`config.mk`:
```
export PLATFORM = sky130hd
export DESIGN_NAME = sparse_polynomial_add_core_flat
export DESIGN_NICKNAME = d
export VERILOG_FILES = /design/src/sv/spa_pkg.sv /design/src/sv/spa_term_if.sv /design/src/sv/spa_sum_if.sv /design/src/sv/sparse_polynomial_add_core.sv /design/src/sv/spa_ram.sv /design/src/sv/spa_front.sv /design/src/sv/spa_back.sv /design/src/flat_wrapper.sv
export SDC_FILE = /design/constraint.sdc
export NUM_CORES = 2
export LEC_CHECK = 0
export BUFFER_PORTS_ARGS = -buffer_cell sky130_fd_sc_hd__buf_2
export CAP_MARGIN = 25
export CORE_MARGIN = 2
export CORE_UTILIZATION = 35
export CTS_CLUSTER_DIAMETER = 40
export DETAILED_ROUTE_END_ITERATION = 10
export PLACE_DENSITY = 0.54
export SLEW_MARGIN = 20
export SYNTH_ARGS = -nofsm -noshare
export SYNTH_HDL_FRONTEND = slang
export SYNTH_SLANG_ARGS = --single-unit
export TNS_END_PERCENT = 30
```
`constraint.sdc`:
```
create_clock -name clk -period 14.4 [get_ports clk]
set_clock_uncertainty 0.2 [all_clocks]
set_input_delay 4.32 -clock clk [delete_from_list [all_inputs] [get_ports clk]]
set_output_delay 4.32 -clock clk [all_outputs]
set_load 0.02 [all_outputs]
```
`src/sv/spa_pkg.sv`:
```
// Shared types and constants of the sparse polynomial adder.
package spa_pkg;

  localparam int COEF_W  = 32;
  localparam int EXPON_W = 16;
  localparam int TERM_W  = COEF_W + EXPON_W;

  // Command codes as they arrive on the opcode field
  typedef enum logic [1:0] {
    OP_LOAD_A  = 2'd0,
    OP_LOAD_B  = 2'd1,
    OP_COMPUTE = 2'd2,
    OP_CLEAR   = 2'd3
  } op_t;

  typedef struct packed {
    op_t                       op;
    logic signed [COEF_W-1:0]  coef;
    logic        [EXPON_W-1:0] expon;
  } cmd_t;

  // Head of the command queue as seen by the execution side
  typedef struct packed {
    logic valid;
    cmd_t cmd;
  } cmd_head_t;

endpackage

```
`src/sv/spa_term_if.sv`:
```
// Input channel: one command word per handshake.
interface spa_term_if;
  import spa_pkg::*;

  logic                      valid;
  logic                      ready;
  logic [1:0]                opcode;
  logic signed [COEF_W-1:0]  term_coef;
  logic        [EXPON_W-1:0] term_expon;

  modport source (output valid, output opcode, output term_coef, output term_expon,
                  input ready);
  modport sink   (input valid, input opcode, input term_coef, input term_expon,
                  output ready);
endinterface

```
`src/sv/spa_sum_if.sv`:
```
// Output channel: one result term word per handshake.
interface spa_sum_if;
  import spa_pkg::*;

  logic                      valid;
  logic                      ready;
  logic signed [COEF_W-1:0]  sum_coef;
  logic        [EXPON_W-1:0] sum_expon;
  logic                      last_term;
  logic                      empty_sum;
  logic                      overflow_error;

  modport source (output valid, output sum_coef, output sum_expon, output last_term,
                  output empty_sum, output overflow_error, input ready);
  modport sink   (input valid, input sum_coef, input sum_expon, input last_term,
                  input empty_sum, input overflow_error, output ready);
endinterface

```
`src/sv/sparse_polynomial_add_core.sv`:
```
// Sparse polynomial adder: loads two descending-exponent term lists of up to
// TERMS_PER_LIST terms each (one load or clear word per cycle while no merge
// runs) and, on a compute word, streams the sum's terms in descending exponent
// order with saturating Q16.16 coefficient adds, cancelled terms dropped, the
// final word marked last and a single empty word when nothing remains. Words
// pass through a two-entry command queue, so up to two words are taken while
// the merge or the output stalls. A compute is dispatched from idle, then the
// sequencer runs one merge step for each emitted or cancelled term pair (at
// most na + nb) and a closing step, reading one entry of each list memory per
// step; output stalls hold the merge. The output word is held one term back to
// know which is last. Loads beyond capacity are dropped and flagged on
// overflow_error until a clear. No clearing pass follows reset.
module sparse_polynomial_add_core #(
  parameter int TERMS_PER_LIST = 32
) (
  input  logic       clk,
  input  logic       rst,
  spa_term_if.sink   term_in,
  spa_sum_if.source  sum_out
);
  import spa_pkg::*;

  cmd_head_t head;
  logic      cmd_pop;

  spa_front u_front (
    .clk     (clk),
    .rst     (rst),
    .term_in (term_in),
    .cmd_pop (cmd_pop),
    .head    (head)
  );

  spa_back #(.TERMS_PER_LIST(TERMS_PER_LIST)) u_back (
    .clk     (clk),
    .rst     (rst),
    .head    (head),
    .cmd_pop (cmd_pop),
    .sum_out (sum_out)
  );

endmodule

```
`src/sv/spa_ram.sv`:
```
// Generic single-write, single-read RAM with registered read data.
module spa_ram #(
  parameter int WIDTH = 8,
  parameter int DEPTH = 4
) (
  input  logic                                   clk,
  input  logic                                   we,
  input  logic [((DEPTH > 1) ? $clog2(DEPTH) : 1)-1:0] waddr,
  input  logic [WIDTH-1:0]                       wdata,
  input  logic [((DEPTH > 1) ? $clog2(DEPTH) : 1)-1:0] raddr,
  output logic [WIDTH-1:0]                       rdata
);

  logic [WIDTH-1:0] mem [DEPTH];

  always_ff @(posedge clk) begin
    if (we) begin
      mem[waddr] <= wdata;
    end
    rdata <= mem[raddr];
  end

endmodule

```
`src/sv/spa_front.sv`:
```
// Front end: accepts command words, decodes them and queues them for execution.
module spa_front (
  input  logic               clk,
  input  logic               rst,
  spa_term_if.sink           term_in,
  input  logic               cmd_pop,
  output spa_pkg::cmd_head_t head
);
  import spa_pkg::*;

  localparam int QDEPTH = 2;

  cmd_t       q [QDEPTH];
  logic [0:0] wp;
  logic [0:0] rp;
  logic [1:0] fill;
  logic       push;
  logic       pop;
  cmd_t       dec;

  // Decode the incoming word into a command
  always_comb begin
    dec.op    = op_t'(term_in.opcode);
    dec.coef  = term_in.term_coef;
    dec.expon = term_in.term_expon;
  end

  assign term_in.ready = (fill != 2'(QDEPTH));
  assign push          = term_in.valid && term_in.ready;
  assign pop           = cmd_pop && head.valid;

  assign head.valid = (fill != 2'd0);
  assign head.cmd   = q[rp];

  // Queue storage
  always_ff @(posedge clk) begin
    if (push) begin
      q[wp] <= dec;
    end
  end

  // Queue pointers and fill level
  always_ff @(posedge clk) begin
    if (rst) begin
      wp   <= '0;
      rp   <= '0;
      fill <= '0;
    end else begin
      if (push) begin
        wp <= wp + 1'b1;
      end
      if (pop) begin
        rp <= rp + 1'b1;
      end
      case ({push, pop})
        2'b10:   fill <= fill + 2'd1;
        2'b01:   fill <= fill - 2'd1;
        default: fill <= fill;
      endcase
    end
  end

endmodule

```
`src/sv/spa_back.sv`:
```
// Back end: holds both term lists and runs loads, clears and the merge sequencer.
module spa_back #(
  parameter int TERMS_PER_LIST = 32
) (
  input  logic               clk,
  input  logic               rst,
  input  spa_pkg::cmd_head_t head,
  output logic               cmd_pop,
  spa_sum_if.source          sum_out
);
  import spa_pkg::*;

  localparam int AW = (TERMS_PER_LIST > 1) ? $clog2(TERMS_PER_LIST) : 1;
  localparam int CW = $clog2(TERMS_PER_LIST + 1);

  typedef enum logic [1:0] {
    ST_IDLE  = 2'b01,
    ST_MERGE = 2'b10
  } state_t;

  state_t state, state_next;
  logic [CW-1:0] cnt_a, cnt_a_next;
  logic [CW-1:0] cnt_b, cnt_b_next;
  logic          ovf, ovf_next;
  logic [CW-1:0] ia, ia_next;
  logic [CW-1:0] ib, ib_next;

  // Pending term: held back until we know whether it is the last one
  logic                      pend_v, pend_v_next;
  logic signed [COEF_W-1:0]  pend_coef, pend_coef_next;
  logic        [EXPON_W-1:0] pend_expon, pend_expon_next;

  // Output register
  logic                      out_valid, out_valid_next;
  logic signed [COEF_W-1:0]  out_coef, out_coef_next;
  logic        [EXPON_W-1:0] out_expon, out_expon_next;
  logic                      out_last, out_last_next;
  logic                      out_empty, out_empty_next;
  logic                      out_ovf, out_ovf_next;

  logic              we_a, we_b;
  logic [TERM_W-1:0] rd_a, rd_b;
  logic [TERM_W-1:0] wdata;

  logic signed [COEF_W-1:0]  a_coef, b_coef, sat_coef;
  logic        [EXPON_W-1:0] a_expon, b_expon;
  logic signed [COEF_W:0]    raw_sum;
  logic                      a_v, b_v, out_free;
  logic                      nt_v, fin, adv_a, adv_b, need_push;
  logic signed [COEF_W-1:0]  nt_coef;
  logic        [EXPON_W-1:0] nt_expon;

  assign wdata = {head.cmd.coef, head.cmd.expon};

  // Read addresses follow the next index so data lines up with the index register
  spa_ram #(.WIDTH(TERM_W), .DEPTH(TERMS_PER_LIST)) u_ram_a (
    .clk   (clk),
    .we    (we_a),
    .waddr (cnt_a[AW-1:0]),
    .wdata (wdata),
    .raddr (ia_next[AW-1:0]),
    .rdata (rd_a)
  );

  spa_ram #(.WIDTH(TERM_W), .DEPTH(TERMS_PER_LIST)) u_ram_b (
    .clk   (clk),
    .we    (we_b),
    .waddr (cnt_b[AW-1:0]),
    .wdata (wdata),
    .raddr (ib_next[AW-1:0]),
    .rdata (rd_b)
  );

  assign a_coef  = $signed(rd_a[TERM_W-1 -: COEF_W]);
  assign a_expon = rd_a[EXPON_W-1:0];
  assign b_coef  = $signed(rd_b[TERM_W-1 -: COEF_W]);
  assign b_expon = rd_b[EXPON_W-1:0];

  // Saturating add of equal-exponent coefficients
  assign raw_sum  = {a_coef[COEF_W-1], a_coef} + {b_coef[COEF_W-1], b_coef};
  assign sat_coef = (raw_sum[COEF_W] != raw_sum[COEF_W-1]) ?
                    (raw_sum[COEF_W] ? {1'b1, {(COEF_W-1){1'b0}}}
                                     : {1'b0, {(COEF_W-1){1'b1}}}) :
                    raw_sum[COEF_W-1:0];

  assign a_v      = (ia < cnt_a);
  assign b_v      = (ib < cnt_b);
  assign out_free = !out_valid || sum_out.ready;

  // Merge step selection
  always_comb begin
    nt_v     = 1'b0;
    nt_coef  = a_coef;
    nt_expon = a_expon;
    adv_a    = 1'b0;
    adv_b    = 1'b0;
    fin      = 1'b0;
    if (a_v && b_v) begin
      if (a_expon < b_expon) begin
        nt_v     = 1'b1;
        nt_coef  = b_coef;
        nt_expon = b_expon;
        adv_b    = 1'b1;
      end else if (a_expon > b_expon) begin
        nt_v  = 1'b1;
        adv_a = 1'b1;
      end else begin
        nt_v    = (sat_coef != '0);
        nt_coef = sat_coef;
        adv_a   = 1'b1;
        adv_b   = 1'b1;
      end
    end else if (a_v) begin
      nt_v  = 1'b1;
      adv_a = 1'b1;
    end else if (b_v) begin
      nt_v     = 1'b1;
      nt_coef  = b_coef;
      nt_expon = b_expon;
      adv_b    = 1'b1;
    end else begin
      fin = 1'b1;
    end
    need_push = fin || (nt_v && pend_v);
  end

  // Command execution and sequencing
  always_comb begin
    state_next      = state;
    cnt_a_next      = cnt_a;
    cnt_b_next      = cnt_b;
    ovf_next        = ovf;
    ia_next         = ia;
    ib_next         = ib;
    pend_v_next     = pend_v;
    pend_coef_next  = pend_coef;
    pend_expon_next = pend_expon;
    out_valid_next  = out_valid && !sum_out.ready;
    out_coef_next   = out_coef;
    out_expon_next  = out_expon;
    out_last_next   = out_last;
    out_empty_next  = out_empty;
    out_ovf_next    = out_ovf;
    we_a            = 1'b0;
    we_b            = 1'b0;
    cmd_pop         = 1'b0;

    unique case (state)
      ST_IDLE: begin
        if (head.valid) begin
          cmd_pop = 1'b1;
          unique case (head.cmd.op)
            OP_LOAD_A: begin
              if (cnt_a == CW'(TERMS_PER_LIST)) begin
                ovf_next = 1'b1;
              end else begin
                we_a       = 1'b1;
                cnt_a_next = cnt_a + CW'(1);
              end
            end
            OP_LOAD_B: begin
              if (cnt_b == CW'(TERMS_PER_LIST)) begin
                ovf_next = 1'b1;
              end else begin
                we_b       = 1'b1;
                cnt_b_next = cnt_b + CW'(1);
              end
            end
            OP_COMPUTE: begin
              ia_next     = '0;
              ib_next     = '0;
              pend_v_next = 1'b0;
              state_next  = ST_MERGE;
            end
            OP_CLEAR: begin
              cnt_a_next = '0;
              cnt_b_next = '0;
              ovf_next   = 1'b0;
            end
            default: begin
              cmd_pop = 1'b1;
            end
          endcase
        end
      end
      ST_MERGE: begin
        if (!need_push || out_free) begin
          if (adv_a) begin
            ia_next = ia + CW'(1);
          end
          if (adv_b) begin
            ib_next = ib + CW'(1);
          end
          if (nt_v) begin
            // A newer term proves the pending one is not last
            if (pend_v) begin
              out_valid_next = 1'b1;
              out_coef_next  = pend_coef;
              out_expon_next = pend_expon;
              out_last_next  = 1'b0;
              out_empty_next = 1'b0;
              out_ovf_next   = ovf;
            end
            pend_v_next     = 1'b1;
            pend_coef_next  = nt_coef;
            pend_expon_next = nt_expon;
          end
          if (fin) begin
            out_valid_next = 1'b1;
            out_last_next  = 1'b1;
            out_ovf_next   = ovf;
            if (pend_v) begin
              out_coef_next  = pend_coef;
              out_expon_next = pend_expon;
              out_empty_next = 1'b0;
            end else begin
              out_coef_next  = '0;
              out_expon_next = '0;
              out_empty_next = 1'b1;
            end
            pend_v_next = 1'b0;
            state_next  = ST_IDLE;
          end
        end
      end
      default: begin
        state_next = ST_IDLE;
      end
    endcase
  end

  // Control registers
  always_ff @(posedge clk) begin
    if (rst) begin
      state     <= ST_IDLE;
      cnt_a     <= '0;
      cnt_b     <= '0;
      ovf       <= 1'b0;
      ia        <= '0;
      ib        <= '0;
      pend_v    <= 1'b0;
      out_valid <= 1'b0;
    end else begin
      state     <= state_next;
      cnt_a     <= cnt_a_next;
      cnt_b     <= cnt_b_next;
      ovf       <= ovf_next;
      ia        <= ia_next;
      ib        <= ib_next;
      pend_v    <= pend_v_next;
      out_valid <= out_valid_next;
    end
  end

  // Payload registers
  always_ff @(posedge clk) begin
    pend_coef  <= pend_coef_next;
    pend_expon <= pend_expon_next;
    out_coef   <= out_coef_next;
    out_expon  <= out_expon_next;
    out_last   <= out_last_next;
    out_empty  <= out_empty_next;
    out_ovf    <= out_ovf_next;
  end

  assign sum_out.valid          = out_valid;
  assign sum_out.sum_coef       = out_coef;
  assign sum_out.sum_expon      = out_expon;
  assign sum_out.last_term      = out_last;
  assign sum_out.empty_sum      = out_empty;
  assign sum_out.overflow_error = out_ovf;

`ifndef ASSERT_OFF
  // Fill counts never pass the list capacity
  a_cnt_range: assert property (@(posedge clk) disable iff (rst)
    (cnt_a <= CW'(TERMS_PER_LIST)) && (cnt_b <= CW'(TERMS_PER_LIST)))
    else $error("list count beyond capacity");

  // Merge indices stay within the loaded terms
  a_idx_range: assert property (@(posedge clk) disable iff (rst)
    (state == ST_MERGE) |-> ((ia <= cnt_a) && (ib <= cnt_b)))
    else $error("merge index beyond list count");

  // No command is taken while a merge runs
  a_no_pop_merge: assert property (@(posedge clk) disable iff (rst)
    (state == ST_MERGE) |-> !cmd_pop)
    else $error("command popped during merge");

  // A held term exists only inside a merge
  a_pend_merge: assert property (@(posedge clk) disable iff (rst)
    pend_v |-> (state == ST_MERGE))
    else $error("pending term outside merge");

  // An empty-sum word is last and carries zero fields
  a_empty_word: assert property (@(posedge clk) disable iff (rst)
    (out_valid && out_empty) |-> (out_last && (out_coef == '0) && (out_expon == '0)))
    else $error("malformed empty-sum word");

  // Lists are not loaded or cleared while a merge reads them
  a_counts_hold: assert property (@(posedge clk) disable iff (rst)
    (state == ST_MERGE) |=> ($stable(cnt_a) && $stable(cnt_b)))
    else $error("list count changed during merge");
`endif

endmodule

```
`src/flat_wrapper.sv`:
```
// flat-port wrapper written by rule: the top's interface ports become plain ports
module sparse_polynomial_add_core_flat import spa_pkg::*;
#(
  parameter int TERMS_PER_LIST = 32
)
  (clk, rst, term_in_valid, term_in_opcode, term_in_term_coef, term_in_term_expon, term_in_ready, sum_out_valid, sum_out_sum_coef, sum_out_sum_expon, sum_out_last_term, sum_out_empty_sum, sum_out_overflow_error, sum_out_ready);
  spa_term_if term_in_i ();
  spa_sum_if sum_out_i ();
  input  logic clk;
  input  logic rst;
  input wire logic [$bits(term_in_i.valid)-1:0] term_in_valid;
  input wire logic [$bits(term_in_i.opcode)-1:0] term_in_opcode;
  input wire logic [$bits(term_in_i.term_coef)-1:0] term_in_term_coef;
  input wire logic [$bits(term_in_i.term_expon)-1:0] term_in_term_expon;
  output wire logic [$bits(term_in_i.ready)-1:0] term_in_ready;
  output wire logic [$bits(sum_out_i.valid)-1:0] sum_out_valid;
  output wire logic [$bits(sum_out_i.sum_coef)-1:0] sum_out_sum_coef;
  output wire logic [$bits(sum_out_i.sum_expon)-1:0] sum_out_sum_expon;
  output wire logic [$bits(sum_out_i.last_term)-1:0] sum_out_last_term;
  output wire logic [$bits(sum_out_i.empty_sum)-1:0] sum_out_empty_sum;
  output wire logic [$bits(sum_out_i.overflow_error)-1:0] sum_out_overflow_error;
  input wire logic [$bits(sum_out_i.ready)-1:0] sum_out_ready;
  assign term_in_i.valid = term_in_valid;
  assign term_in_i.opcode = term_in_opcode;
  assign term_in_i.term_coef = term_in_term_coef;
  assign term_in_i.term_expon = term_in_term_expon;
  assign term_in_ready = term_in_i.ready;
  assign sum_out_valid = sum_out_i.valid;
  assign sum_out_sum_coef = sum_out_i.sum_coef;
  assign sum_out_sum_expon = sum_out_i.sum_expon;
  assign sum_out_last_term = sum_out_i.last_term;
  assign sum_out_empty_sum = sum_out_i.empty_sum;
  assign sum_out_overflow_error = sum_out_i.overflow_error;
  assign sum_out_i.ready = sum_out_ready;
  sparse_polynomial_add_core #(.TERMS_PER_LIST(TERMS_PER_LIST)) u_core (.clk(clk), .rst(rst), .term_in(term_in_i), .sum_out(sum_out_i));
endmodule
```
==> impl_metrics.json <==
{
  "worst-path-max-fanout": 40,
  "critical-path-max-stage-delay_ns": 0.73,
  "num_vias": 78300,
  "yosys.area.top_type": "sky130_fd_sc_hd__edfxtp_1",
  "timing.critical_path.from": "u_core.u_back.u_ram_b.rdata[22]",
  "nFillCells": 33900,
  "yosys.area.top_type_share_pct": 72.8,
  "floorplan.die.height_um": 625,
  "die-area_um2": 390000,
  "grt_pass1_vias": 77300,
  "numCtsBuffers": 443,
  "synth.ff_latch_count": 3401,
  "io_buffer_count": 106,
  "ys.flop_type": "sky130_fd_sc_hd__edfxtp_1",
  "drc": 0,
  "initial_utilization_pct": 35.2,
  "cpMaxStageDelayCell": "sky130_fd_sc_hd__buf_4",
  "post_cts_setup_repair_bufs": 0,
  "post_synth_most_frequent_cells": "3271 x sky130_fd_sc_hd__edfxtp_1, 805 x sky130_fd_sc_hd__nand2_1, 727 x sky130_fd_sc_hd__mux2i_1, 360 x sky130_fd_sc_hd__nand3_1, 219 x sky130_fd_sc_hd__clkbuf_1",
  "timing.critical_path.buf_inv": 4,
  "cts-resized-gates": 0,
  "clock_tree_from_tritoncts": "yes",
  "top_cell_by_count_worst_path": "sky130_fd_sc_hd__buf_4",
  "cts_hold_buffers": 0,
  "drt.antenna.violating_nets": 0,
  "arrival_ns": 9.43,
  "routed_wl_mm": 428,
  "critical_path_endpoint_category": "flop",
  "flow.area_growth_from_synthesis_pct": 16.9,
  "reg2reg_from": "u_core.u_back.u_ram_b.rdata[22]",
  "crit_type": "flop to flop",
  "clock_tree.buffer_depth": 4,
  "drt_iter0_drc": 9739,
  "first_pass_grt_wire_length_mm": 594,
  "mappedNetlistNets": 8238,
  "final_wtd_congestion": 0.892,
  "post_synth_arst_share_pct": 0,
  "drt-vias-per-instance": 5.66,
  "grt_antenna_before_repair": 47,
  "required_ns": 15.06,
  "synth-edff-count": 3271,
  "clock_transition_time_at_the_flip_flop_clock_pins_of_the_worst_setup_and_hold_paths_ns": 0.06,
  "tightestPinTransition_ns": 1.27,
  "drt-pass1-iter-count": 6,
  "floorplan.rows": 227,
  "fin_setup_tns_ns": 0,
  "htree_levels": 5,
  "rsz0062_at_grt": "false",
  "fp.dieW_um": 625,
  "synthDistinctLibCells": 97,
  "grt_max_degree": 154,
  "globalRouteOverflowTotal": 0,
  "timing_hold_violations_final": 0,
  "fin_hold_ws_ns": 0.297,
  "global_route.usage.total_pct": 21.3,
  "synth_area_um2": 135000,
  "fin_max_slew_vios": 0,
  "core-area_um2": 383000,
  "clock_sink_count": 3401,
  "clockRootBuffer": "sky130_fd_sc_hd__clkbuf_16",
  "dp.final_hpwl_mm": 238,
  "post_route_cells_drive_above_1_share_pct": 18.4,
  "yosysWarningCount": 0,
  "worstSetupStartpointType": "flop",
  "clock.fmax_ghz": 0.114,
  "critical_path.top_delay_family": "compound AO/OA/AOI/OAI gates",
  "layout.nets": 8524,
  "run_status": "finished, final reports clean",
  "synth_area_leaders": "sky130_fd_sc_hd__edfxtp_1 73%, sky130_fd_sc_hd__mux2i_1 5.4%, sky130_fd_sc_hd__mux4_2 2.4%, sky130_fd_sc_hd__nand2_1 2.2%, sky130_fd_sc_hd__dfxtp_1 1.9%",
  "synthesis.area_per_instance_um2": 16.6,
  "cap_viol_max_count": 0,
  "vdd_drop_max_uv": 110,
  "pin_count": 107,
  "worstHoldStart": "u_core.u_back.ovf",
  "final-setup-viol-count": 0,
  "syn_inst": 8112,
  "average_routed_wire_per_standard_cell_um": 30.9,
  "period_share_pct": 60.9,
  "path_cells": "ha_1 > a21oi_1 > o211ai_1 > a21oi_1 > o211a_1 > o41ai_4 > or3_1 > a2111oi_2 > and3_1 > o2111ai_4 > buf_4 > o21ai_4 > buf_4 > buf_4 > nand2_2 > buf_4 > o2111a_1 > nor4_2",
  "power_density_of_the_placed_cells_nw_per_um2": 164,
  "worst_skew_pair.late_latency_ns": 1.00,
  "post-route-min-period_ns": 8.77,
  "maxSlewHeadroom_pct": 14.5,
  "static-leakage-power_uw": 0.0506,
  "yosysMostFrequentCell": "sky130_fd_sc_hd__edfxtp_1",
  "seq_area_frac_synth_pct": 74.7,
  "hp-class": "flop to flop"
}
[per-layer routing]
metal | wire length (µm) | vias to the layer above | global-route usage (%)
li1 | - | 33000 | -
met1 | 173000 | 41200 | 27.9
met2 | 208000 | 3309 | 35.8
met3 | 28500 | 761 | 2.83
met4 | 19300 | 2 | 8.76
met5 | 8 | - | 0
[sequential cells by signal, indices dropped and copies added (netlist names), 2 cells and up, named ones only]
signal / flops
u_core.u_back.pend_coef: 32
u_core.u_back.cnt_b: 6
u_core.u_front.fill: 2
u_core.u_back.pend_expon: 16
u_core.u_back.cnt_a: 6
u_core.u_back.sum_out.sum_coef: 32
u_core.u_back.u_ram_b.rdata: 48
u_core.u_front.q: 100
u_core.u_back.u_ram_b.mem: 1536
u_core.u_back.state: 2
u_core.u_back.ia: 6
u_core.u_back.sum_out.sum_expon: 16
u_core.u_back.ib: 6
u_core.u_back.u_ram_a.rdata: 48
u_core.u_back.u_ram_a.mem: 1536
[cells by family (layout without fill, tap and decap cells)]
family	count (synthesis)	in the layout	synth area share (%)
AOI/OAI and AO/OA	1326	1326	7.29
xor gates and xnor gates	31	31	0.201
other	0	9	0
muxes	1032	1032	9.16
DFF	3401	3401	74.7
buffers and inverters	605	1282	2.28
adders and majority gates	72	72	0.673
and+or+nand+nor	1645	1645	5.67
[cell type report]
cell class	count	area, µm²	area share (%)
antenna	9	22.5	0.0143
clock buffer	522	11600	7.34
clock inverter	314	3980	2.52
inverter	84	315	0.200
multi-input combinational	4106	31800	20.2
sequential	3401	101000	63.9
tap	5038	6300	4.00
timing repair buffer	362	2880	1.83
[final timing paths]
check,slack (ns),cells past startpoint,endpoint
worst max-delay path,5.63,18,u_core.u_back.u_ram_a.rdata[44]
worst min-delay path,0.30,0,u_core.u_back.sum_out.overflow_error
worst max register to register,5.63,18,u_core.u_back.u_ram_a.rdata[44]
worst min register to register,0.30,0,u_core.u_back.sum_out.overflow_error
[layout by cell type (no fill, tap or decap), types with 47 or more instances in the layout]
cell type,instances
sky130_fd_sc_hd__edfxtp_1,3271
sky130_fd_sc_hd__nand2_1,802
sky130_fd_sc_hd__mux2i_1,726
sky130_fd_sc_hd__clkbuf_16,446
sky130_fd_sc_hd__nand3_1,360
sky130_fd_sc_hd__buf_4,226
sky130_fd_sc_hd__a21oi_1,201
sky130_fd_sc_hd__a31oi_1,193
sky130_fd_sc_hd__o211ai_1,150
sky130_fd_sc_hd__o22ai_1,146
sky130_fd_sc_hd__mux4_2,146
sky130_fd_sc_hd__mux2_2,144
sky130_fd_sc_hd__dfxtp_1,129
sky130_fd_sc_hd__a211oi_1,110
sky130_fd_sc_hd__buf_2,106
sky130_fd_sc_hd__a32oi_1,94
sky130_fd_sc_hd__nor2_1,91
sky130_fd_sc_hd__inv_1,82
sky130_fd_sc_hd__nor2_4,75
sky130_fd_sc_hd__o21ai_0,73
sky130_fd_sc_hd__ha_1,71
sky130_fd_sc_hd__nor3_1,67
sky130_fd_sc_hd__clkinv_2,65
sky130_fd_sc_hd__clkbuf_1,63
sky130_fd_sc_hd__bufinv_16,60
sky130_fd_sc_hd__and3_1,59
sky130_fd_sc_hd__nor2b_1,56
sky130_fd_sc_hd__a311oi_1,51
sky130_fd_sc_hd__clkinvlp_4,50
sky130_fd_sc_hd__o2111a_1,48
sky130_fd_sc_hd__a221o_1,47
sky130_fd_sc_hd__a211oi_2,47
[power breakdown]
group          internal (µW)  total, µW  switching [µW]
logic                    461       2430            1970
clock network           6930      11400            4480
registers              11900      12100             178
[per-stage QoR]
stage / total power [µW] / worst slack, ns / cell area [µm²] / instances / utilization (%)
after floorplan: 13300 / 6.75 / 135000 / 8112 / -
after global placement: 14600 / 4.97 / 142000 / 13000 / 37.0
after detailed placement: 14700 / 4.85 / 142000 / 13000 / 37.1
after CTS: 26000 / 5.62 / 158000 / 13800 / 41.1
after global routing: 26600 / 5.31 / 158000 / 13800 / 41.2
final: 25900 / 5.63 / 158000 / 13800 / 41.2
(Power assumes the default switching activity.)
